**config.mk**
```make
export PLATFORM = sky130hd
export DESIGN_NAME = decimal_line_calculator_unit_flat
export DESIGN_NICKNAME = d
export VERILOG_FILES = /design/src/hw/rtl/dlc_pkg.sv /design/src/hw/rtl/dlc_char_if.sv /design/src/hw/rtl/dlc_result_if.sv /design/src/hw/rtl/dlc_parse.sv /design/src/hw/rtl/dlc_alu.sv /design/src/hw/rtl/decimal_line_calculator_unit.sv /design/src/flat_wrapper.sv
export SDC_FILE = /design/constraint.sdc
export NUM_CORES = 2
export LEC_CHECK = 0
export BUFFER_PORTS_ARGS = -buffer_cell sky130_fd_sc_hd__buf_4
export CAP_MARGIN = 20
export CORE_UTILIZATION = 59
export DETAILED_ROUTE_END_ITERATION = 8
export PLACE_DENSITY = 0.86
export SYNTH_ARGS = -nofsm -noshare
export SYNTH_HDL_FRONTEND = slang
export SYNTH_SLANG_ARGS = --single-unit
```
**constraint.sdc**
```tcl
create_clock -name clk -period 7.4 [get_ports clk]
set_clock_uncertainty 0.2 [all_clocks]
set_input_delay 0.37 -clock clk [delete_from_list [all_inputs] [get_ports clk]]
set_output_delay 0.37 -clock clk [all_outputs]
set_load 0.01 [all_outputs]
```
**src/hw/rtl/dlc_pkg.sv**
```systemverilog
// ----------------------------------------------------------------------------
// dlc_pkg
// Shared constants, codes and types of the decimal line calculator.
// ----------------------------------------------------------------------------
package dlc_pkg;

	localparam int unsigned LINE_LIMIT  = 63;
	localparam int unsigned DATA_W      = 64;
	localparam int unsigned CHAR_W      = 8;
	localparam int unsigned DIGIT_W     = 4;
	localparam int unsigned DIGIT_STEPS = DATA_W / DIGIT_W;
	localparam int unsigned DSTEP_W     = $clog2(DIGIT_STEPS);
	localparam int unsigned KEEP_W      = $clog2(LINE_LIMIT + 1);
	localparam int unsigned BIT_W       = $clog2(DATA_W);

	localparam logic [CHAR_W-1:0] CH_NUL   = 8'h00;
	localparam logic [CHAR_W-1:0] CH_LF    = 8'h0a;
	localparam logic [CHAR_W-1:0] CH_CR    = 8'h0d;
	localparam logic [CHAR_W-1:0] CH_SPACE = 8'h20;
	localparam logic [CHAR_W-1:0] CH_ZERO  = 8'h30;
	localparam logic [CHAR_W-1:0] CH_NINE  = 8'h39;
	localparam logic [CHAR_W-1:0] CH_PLUS  = 8'h2b;
	localparam logic [CHAR_W-1:0] CH_MINUS = 8'h2d;
	localparam logic [CHAR_W-1:0] CH_STAR  = 8'h2a;
	localparam logic [CHAR_W-1:0] CH_SLASH = 8'h2f;

	typedef enum logic [2:0] {
		PH_LEAD_A,
		PH_DIGITS_A,
		PH_GAP_OP,
		PH_LEAD_B,
		PH_DIGITS_B,
		PH_DONE
	} phase_t;

	typedef enum logic [2:0] {
		OP_NONE,
		OP_ADD,
		OP_SUB,
		OP_MUL,
		OP_DIV
	} op_t;

	typedef enum logic [2:0] {
		ALU_IDLE,
		ALU_MUL,
		ALU_DIV,
		ALU_SIGN,
		ALU_DONE
	} alu_state_t;

	typedef struct packed {
		logic              start;
		op_t               op;
		logic [DATA_W-1:0] a;
		logic [DATA_W-1:0] b;
	} alu_req_t;

	function automatic op_t decode_op(logic [CHAR_W-1:0] c);
		op_t o;
		case (c)
			CH_PLUS:  o = OP_ADD;
			CH_MINUS: o = OP_SUB;
			CH_STAR:  o = OP_MUL;
			CH_SLASH: o = OP_DIV;
			default:  o = OP_NONE;
		endcase
		return o;
	endfunction

endpackage

```
**src/hw/rtl/dlc_char_if.sv**
```systemverilog
// ----------------------------------------------------------------------------
// dlc_char_if
// Character channel: one received byte per transfer.
// ----------------------------------------------------------------------------
interface dlc_char_if;
	import dlc_pkg::*;

	logic              valid;
	logic              ready;
	logic [CHAR_W-1:0] char_in;

	modport source(output valid, output char_in, input ready);
	modport sink(input valid, input char_in, output ready);
endinterface

```
**src/hw/rtl/dlc_result_if.sv**
```systemverilog
// ----------------------------------------------------------------------------
// dlc_result_if
// Result channel: one evaluated line per transfer.
// ----------------------------------------------------------------------------
interface dlc_result_if;
	import dlc_pkg::*;

	logic                     valid;
	logic                     ready;
	logic signed [DATA_W-1:0] result_value;
	logic                     divide_by_zero;

	modport source(output valid, output result_value, output divide_by_zero, input ready);
	modport sink(input valid, input result_value, input divide_by_zero, output ready);
endinterface

```
**src/hw/rtl/dlc_parse.sv**
```systemverilog
// ----------------------------------------------------------------------------
// dlc_parse
// Line parser with a nibble-serial multiply-by-ten accumulator.
// ----------------------------------------------------------------------------
module dlc_parse (
	input  logic                      clk,
	input  logic                      arst_n,
	input  logic                      in_valid,
	output logic                      in_ready,
	input  logic [dlc_pkg::CHAR_W-1:0] char_in,
	input  logic                      alu_idle,
	output dlc_pkg::alu_req_t         req
);
	import dlc_pkg::*;

	phase_t              phase_q, phase_d;
	op_t                 op_q, op_d;
	logic [DATA_W-1:0]   a_q, a_d, b_q, b_d;
	logic [KEEP_W-1:0]   kept_q, kept_d;
	logic                busy_q, busy_d;
	logic                sel_b_q, sel_b_d;
	logic [DIGIT_W-1:0]  carry_q, carry_d;
	logic [DSTEP_W-1:0]  step_q, step_d;

	logic                accept;
	logic                is_end, is_digit, is_space;
	logic [DIGIT_W-1:0]  dval;
	logic [DIGIT_W-1:0]  nib;
	logic [7:0]          prod;
	logic [DATA_W-1:0]   shifted;

	assign in_ready = !busy_q && alu_idle;
	assign accept   = in_valid && in_ready;
	assign is_end   = (char_in == CH_LF) || (char_in == CH_CR);
	assign is_digit = (char_in >= CH_ZERO) && (char_in <= CH_NINE);
	assign is_space = (char_in == CH_SPACE);
	assign dval     = char_in[DIGIT_W-1:0];

	assign nib     = sel_b_q ? b_q[DIGIT_W-1:0] : a_q[DIGIT_W-1:0];
	assign prod    = {4'b0, nib} * 8'd10 + {4'b0, carry_q};
	assign shifted = {prod[DIGIT_W-1:0],
		(sel_b_q ? b_q[DATA_W-1:DIGIT_W] : a_q[DATA_W-1:DIGIT_W])};

	assign req.start = accept && is_end;
	assign req.op    = op_q;
	assign req.a     = a_q;
	assign req.b     = b_q;

	always_ff @(posedge clk or negedge arst_n) begin
		if (!arst_n) begin
			phase_q <= PH_LEAD_A;
			op_q    <= OP_NONE;
			a_q     <= '0;
			b_q     <= '0;
			kept_q  <= '0;
			busy_q  <= 1'b0;
			sel_b_q <= 1'b0;
			carry_q <= '0;
			step_q  <= '0;
		end else begin
			phase_q <= phase_d;
			op_q    <= op_d;
			a_q     <= a_d;
			b_q     <= b_d;
			kept_q  <= kept_d;
			busy_q  <= busy_d;
			sel_b_q <= sel_b_d;
			carry_q <= carry_d;
			step_q  <= step_d;
		end
	end

	always_comb begin
		phase_d = phase_q;
		op_d    = op_q;
		a_d     = a_q;
		b_d     = b_q;
		kept_d  = kept_q;
		busy_d  = busy_q;
		sel_b_d = sel_b_q;
		carry_d = carry_q;
		step_d  = step_q;

		if (busy_q) begin
			// advance one nibble of x*10 + d
			if (sel_b_q) begin
				b_d = shifted;
			end else begin
				a_d = shifted;
			end
			carry_d = prod[7:DIGIT_W];
			step_d  = step_q + 1'b1;
			if (step_q == DSTEP_W'(DIGIT_STEPS - 1)) begin
				busy_d = 1'b0;
			end
		end else if (accept) begin
			if (is_end) begin
				phase_d = PH_LEAD_A;
				op_d    = OP_NONE;
				a_d     = '0;
				b_d     = '0;
				kept_d  = '0;
			end else if (kept_q < KEEP_W'(LINE_LIMIT)) begin
				kept_d = kept_q + 1'b1;
				case (phase_q)
					PH_LEAD_A: begin
						if (is_space) begin
						end else if (is_digit) begin
							a_d     = DATA_W'(dval);
							phase_d = PH_DIGITS_A;
						end else if (char_in == CH_NUL) begin
							op_d    = OP_NONE;
							phase_d = PH_DONE;
						end else begin
							op_d    = decode_op(char_in);
							phase_d = PH_LEAD_B;
						end
					end
					PH_DIGITS_A: begin
						if (is_digit) begin
							busy_d  = 1'b1;
							sel_b_d = 1'b0;
							carry_d = dval;
							step_d  = '0;
						end else if (is_space) begin
							phase_d = PH_GAP_OP;
						end else if (char_in == CH_NUL) begin
							op_d    = OP_NONE;
							phase_d = PH_DONE;
						end else begin
							op_d    = decode_op(char_in);
							phase_d = PH_LEAD_B;
						end
					end
					PH_GAP_OP: begin
						if (is_space) begin
						end else if (char_in == CH_NUL) begin
							op_d    = OP_NONE;
							phase_d = PH_DONE;
						end else begin
							op_d    = decode_op(char_in);
							phase_d = PH_LEAD_B;
						end
					end
					PH_LEAD_B: begin
						if (is_space) begin
						end else if (is_digit) begin
							b_d     = DATA_W'(dval);
							phase_d = PH_DIGITS_B;
						end else begin
							phase_d = PH_DONE;
						end
					end
					PH_DIGITS_B: begin
						if (is_digit) begin
							busy_d  = 1'b1;
							sel_b_d = 1'b1;
							carry_d = dval;
							step_d  = '0;
						end else begin
							phase_d = PH_DONE;
						end
					end
					default: begin
					end
				endcase
			end
		end
	end

endmodule

```
**src/hw/rtl/dlc_alu.sv**
```systemverilog
// ----------------------------------------------------------------------------
// dlc_alu
// Line evaluator: shift-add multiply, restoring divide, output register.
// ----------------------------------------------------------------------------
module dlc_alu (
	input  logic                      clk,
	input  logic                      arst_n,
	input  dlc_pkg::alu_req_t         req,
	output logic                      idle,
	output logic                      out_valid,
	input  logic                      out_ready,
	output logic [dlc_pkg::DATA_W-1:0] out_value,
	output logic                      out_dz
);
	import dlc_pkg::*;

	alu_state_t          state_q, state_d;
	logic [DATA_W-1:0]   x_q, x_d, y_q, y_d, acc_q, acc_d, res_q, res_d;
	logic                dz_q, dz_d, neg_q, neg_d;
	logic [BIT_W-1:0]    cnt_q, cnt_d;
	logic                ov_q, ov_d;
	logic [DATA_W-1:0]   ovalue_q, ovalue_d;
	logic                odz_q, odz_d;

	logic [DATA_W:0]     rem_sh, diff;
	logic                last;

	assign idle      = (state_q == ALU_IDLE);
	assign out_valid = ov_q;
	assign out_value = ovalue_q;
	assign out_dz    = odz_q;

	assign rem_sh = {x_q, y_q[DATA_W-1]};
	assign diff   = rem_sh - {1'b0, acc_q};
	assign last   = (cnt_q == BIT_W'(DATA_W - 1));

	always_ff @(posedge clk or negedge arst_n) begin
		if (!arst_n) begin
			state_q <= ALU_IDLE;
			ov_q    <= 1'b0;
		end else begin
			state_q <= state_d;
			ov_q    <= ov_d;
		end
	end

	always_ff @(posedge clk) begin
		x_q      <= x_d;
		y_q      <= y_d;
		acc_q    <= acc_d;
		res_q    <= res_d;
		dz_q     <= dz_d;
		neg_q    <= neg_d;
		cnt_q    <= cnt_d;
		ovalue_q <= ovalue_d;
		odz_q    <= odz_d;
	end

	always_comb begin
		state_d  = state_q;
		x_d      = x_q;
		y_d      = y_q;
		acc_d    = acc_q;
		res_d    = res_q;
		dz_d     = dz_q;
		neg_d    = neg_q;
		cnt_d    = cnt_q;
		ov_d     = ov_q && !out_ready;
		ovalue_d = ovalue_q;
		odz_d    = odz_q;

		case (state_q)
			ALU_IDLE: begin
				if (req.start) begin
					dz_d    = 1'b0;
					cnt_d   = '0;
					state_d = ALU_DONE;
					case (req.op)
						OP_ADD: res_d = req.a + req.b;
						OP_SUB: res_d = req.a - req.b;
						OP_MUL: begin
							x_d     = req.a;
							y_d     = req.b;
							acc_d   = '0;
							state_d = ALU_MUL;
						end
						OP_DIV: begin
							if (req.b == '0) begin
								res_d = '0;
								dz_d  = 1'b1;
							end else begin
								neg_d   = req.a[DATA_W-1] ^ req.b[DATA_W-1];
								x_d     = '0;
								y_d     = req.a[DATA_W-1] ? (~req.a + 1'b1) : req.a;
								acc_d   = req.b[DATA_W-1] ? (~req.b + 1'b1) : req.b;
								state_d = ALU_DIV;
							end
						end
						default: res_d = req.a;
					endcase
				end
			end
			ALU_MUL: begin
				if (y_q[0]) begin
					acc_d = acc_q + x_q;
				end
				x_d   = {x_q[DATA_W-2:0], 1'b0};
				y_d   = {1'b0, y_q[DATA_W-1:1]};
				cnt_d = cnt_q + 1'b1;
				if (last) begin
					res_d   = acc_d;
					state_d = ALU_DONE;
				end
			end
			ALU_DIV: begin
				if (!diff[DATA_W]) begin
					x_d = diff[DATA_W-1:0];
				end else begin
					x_d = rem_sh[DATA_W-1:0];
				end
				y_d   = {y_q[DATA_W-2:0], !diff[DATA_W]};
				cnt_d = cnt_q + 1'b1;
				if (last) begin
					state_d = ALU_SIGN;
				end
			end
			ALU_SIGN: begin
				res_d   = neg_q ? (~y_q + 1'b1) : y_q;
				state_d = ALU_DONE;
			end
			ALU_DONE: begin
				if (!ov_q || out_ready) begin
					ov_d     = 1'b1;
					ovalue_d = res_q;
					odz_d    = dz_q;
					state_d  = ALU_IDLE;
				end
			end
			default: state_d = ALU_IDLE;
		endcase
	end

endmodule

```
**src/hw/rtl/decimal_line_calculator_unit.sv**
```systemverilog
// ----------------------------------------------------------------------------
// decimal_line_calculator_unit
// Parses "a op b" lines one character at a time and returns a op b.
// ----------------------------------------------------------------------------
//  channel      dir  payload                          transfer
//  char_chan    in   char_in[7:0]                     valid && ready
//  result_chan  out  result_value[63:0], divide_by_zero  valid && ready
//
//  Digits after the first of a number take the transfer plus a 16-step
//  nibble-serial x10 pass over the operand. A line end yields its result
//  through the done state and the output register for + - and no operator;
//  * takes one bit per cycle and / one quotient bit per cycle plus a sign step.
//  Characters are taken while a result waits in the output register, and none
//  while the evaluator works on a line or holds a result behind a stalled one.
//  arst_n clears the parser and the evaluator; no clearing pass.
// ----------------------------------------------------------------------------
module decimal_line_calculator_unit (
	input  logic          clk,
	input  logic          arst_n,
	dlc_char_if.sink      char_chan,
	dlc_result_if.source  result_chan
);
	import dlc_pkg::*;

	alu_req_t          req;
	logic              alu_idle;
	logic [DATA_W-1:0] value;

	dlc_parse u_parse (
		.clk      (clk),
		.arst_n   (arst_n),
		.in_valid (char_chan.valid),
		.in_ready (char_chan.ready),
		.char_in  (char_chan.char_in),
		.alu_idle (alu_idle),
		.req      (req)
	);

	dlc_alu u_alu (
		.clk       (clk),
		.arst_n    (arst_n),
		.req       (req),
		.idle      (alu_idle),
		.out_valid (result_chan.valid),
		.out_ready (result_chan.ready),
		.out_value (value),
		.out_dz    (result_chan.divide_by_zero)
	);

	assign result_chan.result_value = $signed(value);

endmodule

```
**src/flat_wrapper.sv**
```systemverilog
// flat-port wrapper written by rule: the top's interface ports become plain ports
module decimal_line_calculator_unit_flat import dlc_pkg::*;
  (clk, arst_n, char_chan_valid, char_chan_char_in, char_chan_ready, result_chan_valid, result_chan_result_value, result_chan_divide_by_zero, result_chan_ready);
  dlc_char_if char_chan_i ();
  dlc_result_if result_chan_i ();
  input  logic clk;
  input  logic arst_n;
  input wire logic [$bits(char_chan_i.valid)-1:0] char_chan_valid;
  input wire logic [$bits(char_chan_i.char_in)-1:0] char_chan_char_in;
  output wire logic [$bits(char_chan_i.ready)-1:0] char_chan_ready;
  output wire logic [$bits(result_chan_i.valid)-1:0] result_chan_valid;
  output wire logic [$bits(result_chan_i.result_value)-1:0] result_chan_result_value;
  output wire logic [$bits(result_chan_i.divide_by_zero)-1:0] result_chan_divide_by_zero;
  input wire logic [$bits(result_chan_i.ready)-1:0] result_chan_ready;
  assign char_chan_i.valid = char_chan_valid;
  assign char_chan_i.char_in = char_chan_char_in;
  assign char_chan_ready = char_chan_i.ready;
  assign result_chan_valid = result_chan_i.valid;
  assign result_chan_result_value = result_chan_i.result_value;
  assign result_chan_divide_by_zero = result_chan_i.divide_by_zero;
  assign result_chan_i.ready = result_chan_ready;
  decimal_line_calculator_unit u_core (.clk(clk), .arst_n(arst_n), .char_chan(char_chan_i), .result_chan(result_chan_i));
endmodule
```
# After elaboration in Yosys (flattened, before gate mapping)
# Index checks and enable logic that the tools add are counted.
# word_totals
regBits	483
output_inout_bits	67
elab_cells	226
# classes
add_sub_neg	11
n_mul	1
n_lt_le_gt_ge	3
eq_ne	41
muxes	95
bitwise	7
n_reduce_logical	48
# op_table
op	n
2-to-1 mux 64 bit	28
case mux 64 bit (3 select lines)	3
case mux 64 bit (2 select lines)	4
case mux 64 bit (4 select lines)	1
adder 64 x 1 -> 64 bit (second input constant)	3
NOT 64 bit	3
adder 64 bit	2
2-to-1 mux 3 bit	22
subtractor 65 x 64 -> 65 bit	1
zero test 64 bit	1
subtractor 64 bit	1
2-to-1 mux 60 bit	1
2-to-1 mux 4 bit	13
equality test 8 x 6 -> 1 bit (second input constant)	5
!= test 3 bit (second input constant)	10
case mux 3 bit (5 select lines)	2
equality test 3 x 2 -> 1 bit (second input constant)	6
2-to-1 mux 6 bit	3
nonzero test 3 bit	6
equality test 8 x 4 -> 1 bit (second input constant)	2
!= test 2 bit (second input constant)	8
AND reduction 4 bit	4
nonzero test 2 bit	8
AND reduction 7 bit	2
other kinds (33)	67

# Depth between registers and ports, before layout
# logic_depth
ltp_word	9
depth_mapped	24
ltp_nobuf	24

# By module
# Synthesis repeated with hierarchy kept, for this count alone.
# unflattened
cells_unflattened	4222
hier_area_um2	37961.4
# modules_own_cells
mod	n_inst	cells_per_inst	area_each_um2	seq_area_each_um2
dlc_alu	1	3753	31764.2	9979.6
dlc_parse	1	469	6197.2	3753.6

# Worst setup path after synthesis
# Ideal clock, no wire load.
# synth_timing
kind	register to register
startpoint	reg u_core.u_parse.b_q[0]
endpoint	reg u_core.u_alu.acc_q[0] (enable)
setup_time_ns	0.584
arrival_ns	6.649
t_required_ns	6.616
setup_slack_ns	-0.033
path_stages_with_launch	13
path_buffers	0
period_less_slack_ns	7.433
path_cell_list	dfrtp_1 > inv_1 > ha_1 > or3b_2 > or4_1 > nor2_1 > nand4_1 > or3_1 > or3_4 > nand4bb_1 > nand2_1 > nand3_1 > a21boi_0
# synth_between
elab_chain_cells	3
# synth_rtl
element	line	source
start: declaration	dlc_parse.sv:18	logic [DATA_W-1:0] a_q, a_d, b_q, b_d;
start signal: assignment	dlc_parse.sv:54	b_q <= '0;
start signal: assignment	dlc_parse.sv:64	b_q <= b_d;
zero test 64 bit	dlc_alu.sv:88	if (req.b == '0) begin
!= test 3 bit (no line)	n/a	
AND reduction 4 bit (no line)	n/a	
end signal: assignment	dlc_alu.sv:50	acc_q <= acc_d;
end: declaration	dlc_alu.sv:18	logic [DATA_W-1:0] x_q, x_d, y_q, y_d, acc_q, acc_d, res_q, res_d;
# Every way passes these cells.
# A chain may end at the register's enable or synchronous reset.

# Final worst setup path
# layout_timing
startpoint	reg u_core.u_parse.b_q[18]
endpoint	reg u_core.u_alu.res_q[56] (data pin)
# layout_between
elab_chain_cells	4
elab_cells_between_ends	5
# layout_rtl
element	line	source
subtractor 64 bit or adder 64 bit (tied branches)	dlc_alu.sv:80, dlc_alu.sv:79	
case mux 64 bit (4 select lines) (*)	dlc_alu.sv:78	case (req.op)
2-to-1 mux 64 bit (*)	dlc_alu.sv:74	if (req.start) begin
case mux 64 bit (3 select lines) (*)	dlc_alu.sv:72	case (state_q)
via u_core.u_alu.res_d[56]	dlc_alu.sv:18	
end signal: assignment	dlc_alu.sv:51	res_q <= res_d;
end: declaration	dlc_alu.sv:18	
# Mark *: on every way through the listed nets, which the timed path passes. The rest lies on a longest branch. The select of a mux whose other input is x is not followed.

==> run_results.csv <==
group,metric,value,unit
outcome,status,"complete, but fails checks",
outcome,failed_checks,"DRC",
final_layout,regArea,0.01374,mm^2
synth,synth-xor-area-share,0.1003,
place,finalWeightedCongestion,1.026,
place,pre_cts_ws,0.5559,ns
routing,dr.pass1.iters,9,
final_layout,fin_nets,4405,
floorplan,initial_utilization,0.6017,
routing,drc,33,
synth,synth-compound-area-share,0.2605,
global_routing,antenna_found_initial,6,
final_layout,drive_gt1_frac,0.07590,
pwr,finalPower,5671,uW
floorplan,die-area,0.06583,mm^2
routing,viasPerCell,7.124,
clocking,clock_path_buffers,3,
synth,syn_area,0.03823,mm^2
final_layout,multiInputGateArea,0.02283,mm^2
sta,post-route-period-util,0.9448,
final_layout,fill_cells,5149,
clocking,path_clk_slew,0.06,ns
pwr,p_leak,0.01831,uW
routing,dr.first_iter.drc_count,6002,
clocking,cts_root_buffer,"clkbuf_16",
global_routing,met3_usage,0.1482,
setup_path,criticalPathCategory,"reg2reg",
sta,hold_viol,0,
synth,yosys.area.top_type,"edfxtp_1",
global_routing,busiest_layer,"met1",
job,maxCapViolations,0,
floorplan,fp-row-count,92,
synth,async_reset_ff_frac,0.3188,
synth,synth_fp_nets,4554,
clocking,cts.htree.levels,2,
sta,setup_viol,0,
synth,synth.area.top_cells,"edfxtp_1 (26%), dfrtp_1 (10%), ha_1 (6.7%), xor2_1 (6.4%), o21ai_0 (5.1%)",
final_layout,mostFrequentLayoutCells,"nand2_1 (413), o21ai_0 (392), edfxtp_1 (329)",
synth,synth-simple-area-share,0.1429,
clocking,cts_buffers,54,
floorplan,coreArea,0.06354,mm^2
synth,synth_top_family_by_area,"compound AO/OA/AOI/OAI gates",
worst_hold_path,hold_class,"in2async",
global_routing,met1_usage,0.5595,
global_routing,grt_max_degree,79,
sta,fmax,143.0,MHz
synth,ys_seq_elements,483,
sta,fin_setup_tns,0,ns
pwr,vdd_drop_max,0.1928,mV
synth,synth-adder-area-share,0.06938,
synth,synth_top_area_frac,0.2584,
routing,ant_nets,0,
clocking,clk_latency,0.66,ns
sta,rsz0062_at_grt,"false",
synth,synth_edf_count,329,
place,numPortBuffers,78,
synth,synthMuxAreaShare,0.02035,
synth,post_synth_inst_count,4333,
global_routing,grt_usage,0.4005,
final_layout,syn_to_final_growth,7.301,%
sta,min_period,6.992,ns
final_layout,fin_util,0.6457,
global_routing,grt.overflow.total,0,
global_routing,grt_use_met2,0.5590,
setup_path,cp_data_required_time,7.52,ns
floorplan,die_y,256.6,um
synth,syn_avg_cell_area,8.824,um^2
final_layout,finish.instance_area,0.04103,mm^2
global_routing,grt_pass1_vias,33398,
setup_path,worst_ep_arrival_time,7.11,ns
routing,avgRoutedWirePerCell,26.69,um
setup_path,cp-end-kind,"flip-flop",
clocking,cts_tree,"yes",
final_layout,final_common_cell,"nand2_1",
floorplan,num_io_pins,79,
global_routing,grt_first_pass_wirelength,203300,um
routing,vias,36183,
sta,final_max_slew_viol_count,0,
setup_path,cp_max_fo,8,
synth,seq_area_frac_synth,0.3592,
synth,ys_warn_count,0,
place,dp_hpwl,99220,um
synth,ys_types,91,
pwr,power_density,138.2,mW/mm^2
synth,synthFlopType,"edfxtp_1",
setup_path,startpoint_type,"flip-flop",
place,post_dp_cell_area,0.03909,mm^2
sta,slew_headroom,0.2027,
routing,wl,135600,um
sta,tightestPinTransition,1.185,ns
sta,worst_slack,0.4084,ns
clocking,cts_resized,0,
clocking,clock-sinks,483,
floorplan,die_x,256.6,um
-- metal layers --
metal,share of wire,routed length (um),up-vias
met1,0.40,53670,17125
met3,0.16,21120,423
met4,0.042,5704,4
li1,-,-,15877
met2,0.41,55010,2754
met5,0.00044,60,-
-- timing repair --
action                                 in CTS  in global routing
setup buffers                               0                  0
endpoints found under the hold margin      52                  0
hold buffers                                8                  0
-- worst paths after layout --
check                                            start                    endpoint  slack, ns  depth (start not counted)
worst max-delay path            u_core.u_parse.b_q[18]      u_core.u_alu.res_q[56]       0.41                         18
worst min-delay path                            arst_n      u_core.u_parse.b_q[58]       0.03                          2
worst max register to register  u_core.u_parse.b_q[18]      u_core.u_alu.res_q[56]       0.41                         18
worst min register to register  u_core.u_alu.res_q[10]  u_core.u_alu.out_value[10]       0.20                          0
max in group asynchronous                       arst_n      u_core.u_parse.a_q[63]       5.74                          3
min in group clk                  char_chan_char_in[6]      u_core.u_parse.op_q[1]       0.10                          5
-- Yosys cell counts (33+ instances only) --
master,n
ha_1,204
o211ai_1,36
nand3_1,88
o21ai_0,392
nand4_1,58
mux2i_1,53
o21bai_1,44
nand2_1,416
a22oi_1,98
a221o_1,44
xnor2_1,157
nor2_1,255
or3_1,46
nor3_1,57
inv_1,128
a21oi_1,328
dfrtp_1,154
a22o_1,102
a31oi_1,40
nand2b_1,33
edfxtp_1,329
o31ai_1,67
xor2_1,281
a21o_1,125
clkbuf_1,305
-- cells by family after synthesis --
logic type,count (synthesis)
buffers and inverters,473
DFF,483
xor gates and xnor gates,438
adders and majority gates,209
and+or+nand+nor,1143
muxes,75
AOI/OAI and AO/OA,1512
-- per-stage QoR --
step           instances  hold WS (ns)
2_1_floorplan       4333       -0.1256
3_3_place_gp        4965        0.1156
3_5_place_dp        4965        0.1200
4_1_cts             5074       0.04724
5_1_grt             5075       0.06828
6_report            5079       0.03440
-- power breakdown --
part	switching, uW	leakage (uW)	internal [uW]	total [uW]
logic	24.3	0.0118	9.06	33.3
registers	0.0000000000000142	0.00566	2860	2860
clock network	1210	0.000880	1570	2780
total	1230	0.0183	4440	5670
-- layout make-up --
type,instances,share of cell area
Sequential cell,483,0.3348
Inverter,128,0.01171
Antenna cell,4,0.0002440
Timing Repair Buffer,140,0.02669
Tap cell,846,0.02580
Clock inverter,32,0.008265
Multi-Input combinational cell,3377,0.5564
Clock buffer,69,0.03608
-- state kept, by name, summed over array words and instances, names as in the netlist, 3 cells and up --
name and cells:
u_core.u_parse.op_q 3, u_core.u_alu.cnt_q 6, u_core.u_alu.y_q 64, u_core.u_alu.acc_q 64, u_core.u_parse.b_q 64, u_core.u_alu.state_q 3, u_core.u_alu.out_value 64, u_core.u_alu.res_q 64
u_core.u_alu.x_q 64, u_core.u_parse.kept_q 6, u_core.u_parse.step_q 4, u_core.u_parse.phase_q 3, u_core.u_parse.carry_q 4, u_core.u_parse.a_q 64
-- critical path, stage by stage (launching register included) --
cell and delay, ns:
dfrtp_1 0.49, or3_1 0.44, or3_1 0.37, nor4_2 0.60, nand2b_1 0.30, or4_1 0.55
o31ai_1 0.28, xor2_1 0.20, ha_1 0.34, a21oi_1 0.25, inv_1 0.07, o31ai_1 0.32
o21ai_0 0.16, or4b_2 0.61, o21ai_0 0.45, o21ai_0 0.37, a311oi_1 0.40, xor2_1 0.18
o211ai_1 0.10
No activity file was read; power rests on OpenSTA's default activity.
